### config.mk
export PLATFORM = sky130hd
export DESIGN_NAME = qvr_round
export DESIGN_NICKNAME = d
export VERILOG_FILES = /design/src/sv/qvr_pkg.sv /design/src/sv/qvr_round.sv
export SDC_FILE = /design/constraint.sdc
export NUM_CORES = 1
export LEC_CHECK = 0
export BUFFER_PORTS_ARGS = -buffer_cell sky130_fd_sc_hd__buf_4
export CORE_AREA = 8 8 373 375
export DETAILED_ROUTE_END_ITERATION = 8
export DIE_AREA = 0 0 381 383
export SETUP_SLACK_MARGIN = 0.15
export SYNTH_ARGS = -nofsm -noshare
export SYNTH_HDL_FRONTEND = slang
export SYNTH_SLANG_ARGS = --single-unit
export TNS_END_PERCENT = 20
### constraint.sdc
create_clock -name clk -period 2.53 [get_ports clk]
set_input_delay 0.1265 -clock clk [delete_from_list [all_inputs] [get_ports clk]]
set_output_delay 0.1265 -clock clk [all_outputs]
set_load 0.05 [all_outputs]
### src/sv/qvr_pkg.sv
package qvr_pkg;

	// Field widths of the block's ports.
	localparam int WORD_W = 32;

	// A product of two 32-bit words.
	localparam int PROD_W = 64;

	// Sums of up to four 32x32 products (dot product, w*w - u.u, cross product).
	localparam int WIDE_W = 65;

	// Low half of a wide operand; the high half has WIDE_W - LO_W bits.
	localparam int LO_W = 32;

	// One partial product: 33-bit by 32-bit signed.
	localparam int PART_W = 65;

	// One exact triple product with 76 fraction bits.
	localparam int TERM_W = 97;

	// Per-component accumulator; the exact sum stays below 2^98.
	localparam int SUM_W = 99;

	// Fraction bits dropped when going from 76 to 16 fraction bits.
	localparam int FRAC_DROP = 60;

	// Width of the rounded value before saturation.
	localparam int RND_W = SUM_W - FRAC_DROP;

	typedef logic signed [WORD_W-1:0] word_t;
	typedef logic signed [WIDE_W-1:0] wide_t;
	typedef logic signed [TERM_W-1:0] term_t;

	localparam word_t SAT_MAX = {1'b0, {(WORD_W-1){1'b1}}};
	localparam word_t SAT_MIN = {1'b1, {(WORD_W-1){1'b0}}};

	// One input transaction: quaternion vector part u, scalar w, vector v.
	typedef struct packed {
		word_t [2:0] u;
		word_t       w;
		word_t [2:0] v;
	} qvr_item_t;

	// After the dot and cross products: s = w*w - u.u, d = u.v, c = u x v.
	typedef struct packed {
		wide_t       s;
		wide_t       d;
		wide_t [2:0] c;
		word_t [2:0] u;
		word_t       w;
		word_t [2:0] v;
	} qvr_mid_t;

	// The three exact triple products of each output component.
	typedef struct packed {
		term_t [2:0] sv;
		term_t [2:0] du;
		term_t [2:0] wc;
	} qvr_terms_t;

	// One result transaction.
	typedef struct packed {
		word_t [2:0] res;
		logic        ovf;
	} qvr_result_t;

endpackage

### src/sv/qvr_round.sv
module qvr_round (
	input  logic                clk,
	input  logic                arst_n,
	input  logic                term_valid,
	input  qvr_pkg::qvr_terms_t terms,
	output logic                res_valid,
	output qvr_pkg::qvr_result_t result
);

	typedef logic signed [qvr_pkg::SUM_W-1:0] sum_t;
	typedef logic signed [qvr_pkg::RND_W-1:0] rnd_t;

	localparam sum_t HALF_LSB = sum_t'(1) <<< (qvr_pkg::FRAC_DROP - 1);

	// Stage 5: exact component sums with the rounding half already added.
	logic  valid_s5;
	sum_t  sum_s5 [3];

	// Stage 6: rounded and saturated result.
	logic                  valid_s6;
	qvr_pkg::qvr_result_t  result_s6;

	rnd_t          rnd [3];
	logic [2:0]    sat;
	qvr_pkg::word_t clip [3];

	always_ff @(posedge clk or negedge arst_n) begin
		if (!arst_n) begin
			valid_s5 <= 1'b0;
			valid_s6 <= 1'b0;
		end else begin
			valid_s5 <= term_valid;
			valid_s6 <= valid_s5;
		end
	end

	for (genvar i = 0; i < 3; i++) begin : g_comp
		always_ff @(posedge clk) begin
			sum_s5[i] <= sum_t'(terms.sv[i]) + (sum_t'(terms.du[i]) <<< 1)
				+ (sum_t'(terms.wc[i]) <<< 1) + HALF_LSB;
		end

		// The value fits when all bits above the result's sign bit match it.
		always_comb begin
			rnd[i] = sum_s5[i][qvr_pkg::SUM_W-1:qvr_pkg::FRAC_DROP];
			sat[i] = (rnd[i][qvr_pkg::RND_W-1:qvr_pkg::WORD_W-1] != '0)
				&& (rnd[i][qvr_pkg::RND_W-1:qvr_pkg::WORD_W-1] != '1);
			if (!sat[i]) begin
				clip[i] = rnd[i][qvr_pkg::WORD_W-1:0];
			end else if (rnd[i][qvr_pkg::RND_W-1]) begin
				clip[i] = qvr_pkg::SAT_MIN;
			end else begin
				clip[i] = qvr_pkg::SAT_MAX;
			end
		end

		always_ff @(posedge clk) begin
			result_s6.res[i] <= clip[i];
		end
	end

	always_ff @(posedge clk) begin
		result_s6.ovf <= |sat;
	end

	assign res_valid = valid_s6;
	assign result    = result_s6;

endmodule
# Word-level counts from Yosys, hierarchy flattened
# Memories as Yosys holds them, arrays and structs flattened.
# Cells that the tools add are included.
# op_classes
reduce_logical	7
n_addsub	9
n_mux	6
eq_ne	3
# op_table
cell	count
97-bit by 98-bit adder with 99-bit output	3
99-bit by 61-bit adder with 99-bit output (second input constant)	3
99-bit by 98-bit adder with 99-bit output	3
32-bit 2-to-1 mux	6
8-bit != test (second input constant)	3
8-bit nonzero test	3
1-bit logical AND	3
3-bit OR reduction	1
# totals
mem_count	1
output_inout_bits	98
register_bits	99
word_cells	32
mem_bits_rw	297
# mem_list
name	words	width	rd	rd_clocked_by_memory_dff	wr	line_no	text
sum_s5	3	99	3	0	3	qvr_round.sv:17	sum_t sum_s5 [3];

# Longest topological paths before layout
# Gate-level depths: netlist of run 1.
# logic_depth
word_depth	3
ltp_mapped	17
depth_no_buf	16

# Least setup slack after synthesis of run 1
# No wires, ideal clock.
# synth_timing
kind	input -> register
from	input terms[57] (netlist bit)
to	memory sum_s5[0][98] (netlist bit)
path_buffers	1
required_ps	2409
setup_time_ps	121
stages	17
path_slack_ps	-1133
t_arrival_ps	3543
cell_sequence	inv_1 > fa_1 > inv_1 > fa_1 > ha_1 > buf_6 > a21o_1 > a221o_1 > a211oi_2 > o311ai_1 > a31oi_1 > a21oi_2 > a311oi_4 > o31ai_4 > a21boi_4 > o221ai_2 > xnor2_1
# synth_rtl
element	line_no	text
start: declaration	qvr_round.sv:5	input qvr_pkg::qvr_terms_t terms,
end: declaration	qvr_round.sv:17	

==> results_dict.tcl, run 1 <==
set metrics [dict create \
    wl_um 155000 \
    violations "negative setup slack" \
    cts_max_path_buffers 3 \
    htree_levels 1 \
    regArea_um2 4330 \
    seqPwrFrac 0.155 \
    setup_viol 114 \
    initial_core_util 0.250 \
    drc 0 \
    crit_type "input pin to flop" \
    wl_per_cell_um 19.9 \
    cts_made_buffers 24 \
    r2r_slack_ns 0.46 \
    crit_start "terms[509]" \
    wl_met3_um 6850 \
    layout_setup_ws_ns -0.766 \
    num-fill-cells 13400 \
    hold_slack_ns 0.109 \
    final_hold_viol_count 0 \
    crit_chain "buf_4 > clkinvlp_4 > fa_1 > inv_2 > ha_4 > ha_4 > nand3_2 > nor3_1 > a221oi_2 > o211ai_1 > o21ai_2 > buf_4 > a31oi_1 > buf_4 > o211ai_1 > nand2_2 > a221o_1 > a21oi_2 > xnor2_1" \
    status "complete, but fails checks" \
    p_int_w 0.0212 \
    finalClockSkew_ns 0.0150 \
    cpMostUsedCell "buf_4" \
    dieArea_um2 146000 \
    rsz0062_at_grt "yes" \
    reg2reg_to "result[87]$_DFF_P_" \
    path_depth 19 \
    layout.nets 7737 \
    io_pins 974 \
    clock_power_share 0.093 \
    critical_path.top_delay_family "compound AO/OA/AOI/OAI gates" \
    relSlewSlack 0.319 \
    worstReg2RegStart "sum_s5[0][291]$_DFF_P_" \
    num_vias 34900 \
    power_density_nw_per_um2 724 \
    via_per_inst 4.48 \
    critPathRequiredTime_ns 3.01 \
    route.met2.wl_um 76100 \
    slowest_stage "fa_1" \
    wl_met1_um 68500 \
    maxCapViolations 0 \
    multiInputGateArea_um2 28200 \
    clkTransAtPathRegs_ns 0.06 \
    grt_usage 0.198 \
    ys_ff_latch 216 \
    hold_path_class "input pin to flop" \
    drt_iter0_drc 1597 \
    ant_nets 0 \
    gp_routability_congestion 0.982 \
    final_util 0.411 \
    synthArstFlopShare 0.00926 \
    grt_max_degree 33 \
    p_switching_w 0.0183 \
    layout-drive-gt1-share 0.413 \
    worstRegToRegCells 6 \
    antenna_found_initial 11 \
    fmax_ghz 0.303 \
    pwr-share-comb 0.752 \
    cts.sinks 216 \
    tightest_slew_ns 1.02 \
    coreArea_um2 133000 \
    grt_pass1_wl_um 223000 \
    netlist_instances 4223 \
    crit_end "sum_s5[0][293]$_DFF_P_" \
    start_kind "input pin" \
    synthFlopType "dfxtp_1" \
    synth_area_um2 33200 \
    dp_slack_ns -2.11 \
    fin_crit_ns 3.30 \
    rows 134 \
    avgSynthCellArea_um2 7.87 \
    slew_violations 0 \
    synth.distinct_cells 89 \
    die_height_um 383 \
    tritoncts "done" \
    peakVddDrop_v 0.000477 \
    slowest_delay_ns 0.55 \
    highest_layer "met4" \
    yosysSeqAreaShare 0.130 \
    place_inst 7688 \
    leakage_nw 29.7 \
    finalCritPeriodShare 1.30 \
    synth_edf_count 0 \
    post-dp-hpwl_um 140000 \
    crit_buf_inv 5 \
    area_delta_synth_final_pct 64.3 \
    yosys_warnings 0 \
    switching_share 0.464 \
    overflow 0 \
    portBuffers 970 \
    die_width_um 381 \
    cp.arrival_ns 3.78 \
    clk_latency_ns 0.55 \
    stdcell_count 7797 \
    cp-end-kind "flop" \
    syn_nets 5957 \
    path_max_fanout 5 \
    cts_root_buffer "clkbuf_16" \
    first_pass_iters 5 \
    grt_pass1_vias 36900 \
]
==> cells in the mapped netlist (22+ instances only) <==
master	n	area, µm²
o21a_1	23	173
nor4_1	24	150
nand3_1	63	315
nor2_1	143	537
a31oi_1	34	213
inv_1	1252	4700
xnor2_1	74	648
ha_1	570	7130
nor2b_1	22	138
nor3_1	43	215
o21ai_0	143	716
xor2_1	46	403
a21oi_1	301	1510
nand4_1	102	638
dfxtp_1	214	4280
a21o_1	242	1820
o21bai_1	48	360
fa_1	288	5770
nand2_1	232	871
clkbuf_1	78	293
==> worst min-delay path: stages <==
cell and delay (ns):
buf_4 0.08, fa_1 0.18, xnor2_1 0.11, xnor2_1 0.13
==> power by group through the flow <==
stage,clock [W],combinational (W),sequential (W)
2_1_floorplan,0,0.0117,0.00866
3_3_place_gp,0,0.0266,0.00616
3_5_place_dp,0,0.0266,0.00619
4_1_cts,0.00379,0.0282,0.00612
5_1_grt,0.00390,0.0321,0.00627
6_report,0.00367,0.0297,0.00612
==> kinds of logic after synthesis <==
logic type,count (synthesis),synth area share
mux,2,0.000602
xor+xnor,120,0.0316
compound gates,959,0.188
buf+inv,1346,0.155
fa+ha+maj,858,0.388
simple gates,722,0.106
flops,216,0.130
==> through the flow <==
stage | instance area, µm² | total power, W | TNS (ns)
after global placement | 49900 | 0.0327 | -153.05
after floorplan | 34600 | 0.0204 | -54.01
after CTS | 52600 | 0.0382 | -54.34
after global routing | 54600 | 0.0423 | -68.78
after detailed placement | 49900 | 0.0328 | -157.79
final | 54600 | 0.0395 | -54.72
==> placed cells by master, fill, tap and decap left out, types with 18 or more instances in the layout <==
| master | count |
|---|---|
| buf_6 | 51 |
| xnor2_1 | 61 |
| clkbuf_16 | 24 |
| nand2_1 | 213 |
| a21oi_1 | 235 |
| o21a_1 | 21 |
| a31oi_1 | 24 |
| fa_1 | 277 |
| nand3_1 | 50 |
| xor2_1 | 39 |
| nor3_1 | 26 |
| o21ai_0 | 95 |
| buf_4 | 1780 |
| ha_1 | 368 |
| o21ai_1 | 33 |
| dfxtp_1 | 214 |
| a21o_1 | 242 |
| inv_2 | 55 |
| nor2b_1 | 18 |
| inv_1 | 1178 |
| o21bai_1 | 45 |
| nand4_1 | 102 |
| nor2_1 | 122 |
| ha_4 | 198 |
| a21oi_2 | 54 |
==> worst min-delay path by stage <==
| stage | startpoint | to | slack [ns] | cells after the start |
|---|---|---|---|---|
| after floorplan | arst_n | res_valid$_DFF_PN0_ | -0.17 | 0 |
| after global placement | arst_n | res_valid$_DFF_PN0_ | -0.09 | 1 |
| after detailed placement | arst_n | res_valid$_DFF_PN0_ | -0.09 | 1 |
| after CTS | terms[484] | sum_s5[0][197]$_DFF_P_ | 0.07 | 4 |
| after global routing | terms[484] | sum_s5[0][197]$_DFF_P_ | 0.12 | 4 |
| final | terms[484] | sum_s5[0][197]$_DFF_P_ | 0.11 | 4 |
==> sequential cells by signal, indices dropped and copies added (netlist names) <==
name       cells
valid_s5       1
result        97
res_valid      1
sum_s5       117
==> layer usage <==
layer	up-vias	GRT usage
met3	124	0.0191
met4	0	0.0371
met5	-	0
met2	865	0.348
met1	16700	0.265
li1	17200	-
==> cell type report <==
| class | instances | share of cell area |
|---|---|---|
| clock inverter | 13 | 0.00275 |
| antenna | 8 | 0.000367 |
| tap | 1768 | 0.0405 |
| inverter | 1252 | 0.0876 |
| clock buffer | 31 | 0.0122 |
| sequential | 216 | 0.0794 |
| multi-input combinational | 2661 | 0.516 |
| timing repair buffer | 1848 | 0.261 |
==> repair_timing <==
| item | CTS | global route |
|---|---|---|
| endpoints found under the hold margin | 3 | 0 |
| endpoints found under the setup margin | 117 | 117 |
| pin swaps | 109 | 177 |
| hold buffers | 3 | 0 |
| buffers inserted | 30 | 24 |
| gates resized for setup | 306 | 310 |
Note: power is estimated with default switching activity, not from simulation.
==> run 2: changes to the inputs <==
Settings changed: CAP_MARGIN set to 20, CORE_AREA 8 8 373 375 to 8 8 375 377, DIE_AREA 0 0 381 383 to 0 0 383 385.
==> run 2 against run 1 <==
  * The flow still finishes with violations (negative setup slack)
  * First-iteration DRC count up 3.2%
  * Total power shrank 0.68%
  * Cell count barely moved
  * Clock power grew 2%
  * Wire length decreased by 2.3%
  * Non-clock buffer count is 20 lower
  * Sequential share of layout area about the same
  * Cell area shrank 0.58%
  * Hold slack got worse by 0.031 ns
  * Die area is 1.0% higher
  * Count of clock-buffer cells in the layout fell by 2
==> results_dict.tcl, run 2 (same netlist as run 1, synthesis figures left out) <==
set metrics [dict create \
    hold_path_class "input pin to flop" \
    antenna_found_initial 18 \
    finalClockSkew_ns 0.0187 \
    start_kind "input pin" \
    multiInputGateArea_um2 28000 \
    cts_max_path_buffers 3 \
    final_common_cell "buf_4" \
    die_height_um 385 \
    cts.sinks 216 \
    rsz0062_at_grt "yes" \
    use_met3 0.0280 \
    largest_reg_flops 117 \
    overflow 0 \
    grt_pass1_wl_um 221000 \
    status "complete, but fails checks" \
    via_per_inst 4.50 \
    wl_um 151000 \
    wl_per_cell_um 19.4 \
    cts_made_buffers 25 \
    mostFrequentLayoutCells "buf_4, inv_1, ha_1" \
    die_width_um 383 \
    peakVddDrop_v 0.000409 \
    clk_latency_ns 0.56 \
    top_register "sum_s5" \
    path_depth 17 \
    holdPathStages 4 \
    grt_use_met1 0.256 \
    num-fill-cells 13600 \
    rows 135 \
    htree_levels 1 \
    critical_path.top_delay_family "compound AO/OA/AOI/OAI gates" \
    dieArea_um2 147000 \
    hold_slack_ns 0.0781 \
    worstRegToRegCells 6 \
    portBuffers 970 \
    io_pins 974 \
    violations "negative setup slack" \
    ant_nets 0 \
    cp-end-kind "flop" \
    coreArea_um2 135000 \
    critPathRequiredTime_ns 2.99 \
    use_met2 0.328 \
    crit_chain "buf_8 > inv_8 > fa_2 > inv_2 > ha_4 > ha_4 > a2111oi_4 > o21ai_2 > a32oi_2 > o211ai_1 > a211o_1 > a31oi_2 > o31ai_2 > a21oi_2 > o21ai_4 > a21o_1 > xor2_1" \
    path_max_fanout 6 \
    slew_violations 0 \
    clkTransAtPathRegs_ns 0.07 \
    p_total_w 0.0392 \
    layout-drive-gt1-share 0.409 \
    initial_core_util 0.247 \
    tightest_slew_ns 0.741 \
    drt_iter0_drc 1648 \
    slowest_stage "fa_2" \
    cpMostUsedCell "ha_4" \
    finalCritPeriodShare 1.29 \
    fmax_ghz 0.306 \
    drc 0 \
    cts_root_buffer "clkbuf_16" \
    slowest_delay_ns 0.60 \
    tritoncts "done" \
    area_delta_synth_final_pct 63.3 \
    crit_type "input pin to flop" \
    gp_routability_congestion 0.985 \
    layout.nets 7718 \
    grt_pass1_vias 37200 \
    num_vias 35100 \
    fin_setup_tns_ns -55.62 \
    first_pass_iters 6 \
    grt_busiest_layer "met2" \
    regArea_um2 4330 \
    power_density_nw_per_um2 723 \
    layout_setup_ws_ns -0.743 \
    fin_crit_ns 3.27 \
    maxCapViolations 0 \
    setup_viol 115 \
    final_hold_viol_count 0 \
    crit_buf_inv 3 \
    post-dp-hpwl_um 136000 \
    cp.arrival_ns 3.73 \
    relSlewSlack 0.504 \
    grt_usage 0.194 \
    leakage_nw 29.6 \
    grt_max_degree 33 \
]
## run 2: layout make-up
| cell class | instances | share of cell area |
|---|---|---|
| diodes | 12 | 0.000553 |
| repair buffers | 1828 | 0.259 |
| flip-flops and latches | 216 | 0.0799 |
| clock inverters | 17 | 0.00339 |
| inverters | 1252 | 0.0880 |
| clock buffers | 29 | 0.0120 |
| multi-input cells | 2661 | 0.517 |
| well taps | 1781 | 0.0411 |
## run 2: metrics by stage
stage | setup WS, ns | area [µm²] | std cells | utilization
after detailed placement | -2.35 | 49700 | 7667 | 0.369
final | -0.743 | 54300 | 7796 | 0.403
after CTS | -0.708 | 53100 | 7746 | 0.394
after floorplan | -0.849 | 34600 | 4223 | -
after global placement | -2.28 | 49700 | 7667 | 0.369
after global routing | -0.831 | 54300 | 7796 | 0.403
## run 2: routing by layer
layer	part of all wire	vias up
li1	-	17200
met1	0.44	16700
met2	0.48	997
met3	0.054	194
met4	0.033	0
met5	0	-
## run 2: where the power goes
group	leakage [nW]	total (W)	switching, W	internal, W
Sequential	1.83	0.00607	0.000795	0.00527
Clock	0.391	0.00373	0.00165	0.00209
Combinational	27.4	0.0294	0.0158	0.0136
Total	29.6	0.0392	0.0183	0.0210
## run 2: what timing repair did
action	4_1_cts	5_1_grt
gates resized for setup	399	188
hold buffers	3	0
hold endpoints to repair	3	0
gates cloned	0	0
setup buffers	30	37
pin swaps	177	138
setup endpoints to repair	117	118
## run 2: tightest hold or removal path, cell delays in order
cell and delay, ns:
buf_4 0.09, fa_1 0.17, xnor2_1 0.09, xnor2_1 0.13
## run 2: worst paths after layout
kind / slack (ns) / endpoint / startpoint
setup / recovery: -0.74 / sum_s5[0][85]$_DFF_P_ / terms[6]
hold / removal: 0.08 / sum_s5[0][98]$_DFF_P_ / terms[678]
setup reg to reg: 0.44 / result[45]$_DFF_P_ / sum_s5[0][192]$_DFF_P_
hold reg to reg: 0.36 / res_valid$_DFF_PN0_ / valid_s5$_DFF_PN0_
max in group asynchronous: 1.98 / valid_s5$_DFF_PN0_ / arst_n
min in group asynchronous: 0.42 / res_valid$_DFF_PN0_ / arst_n
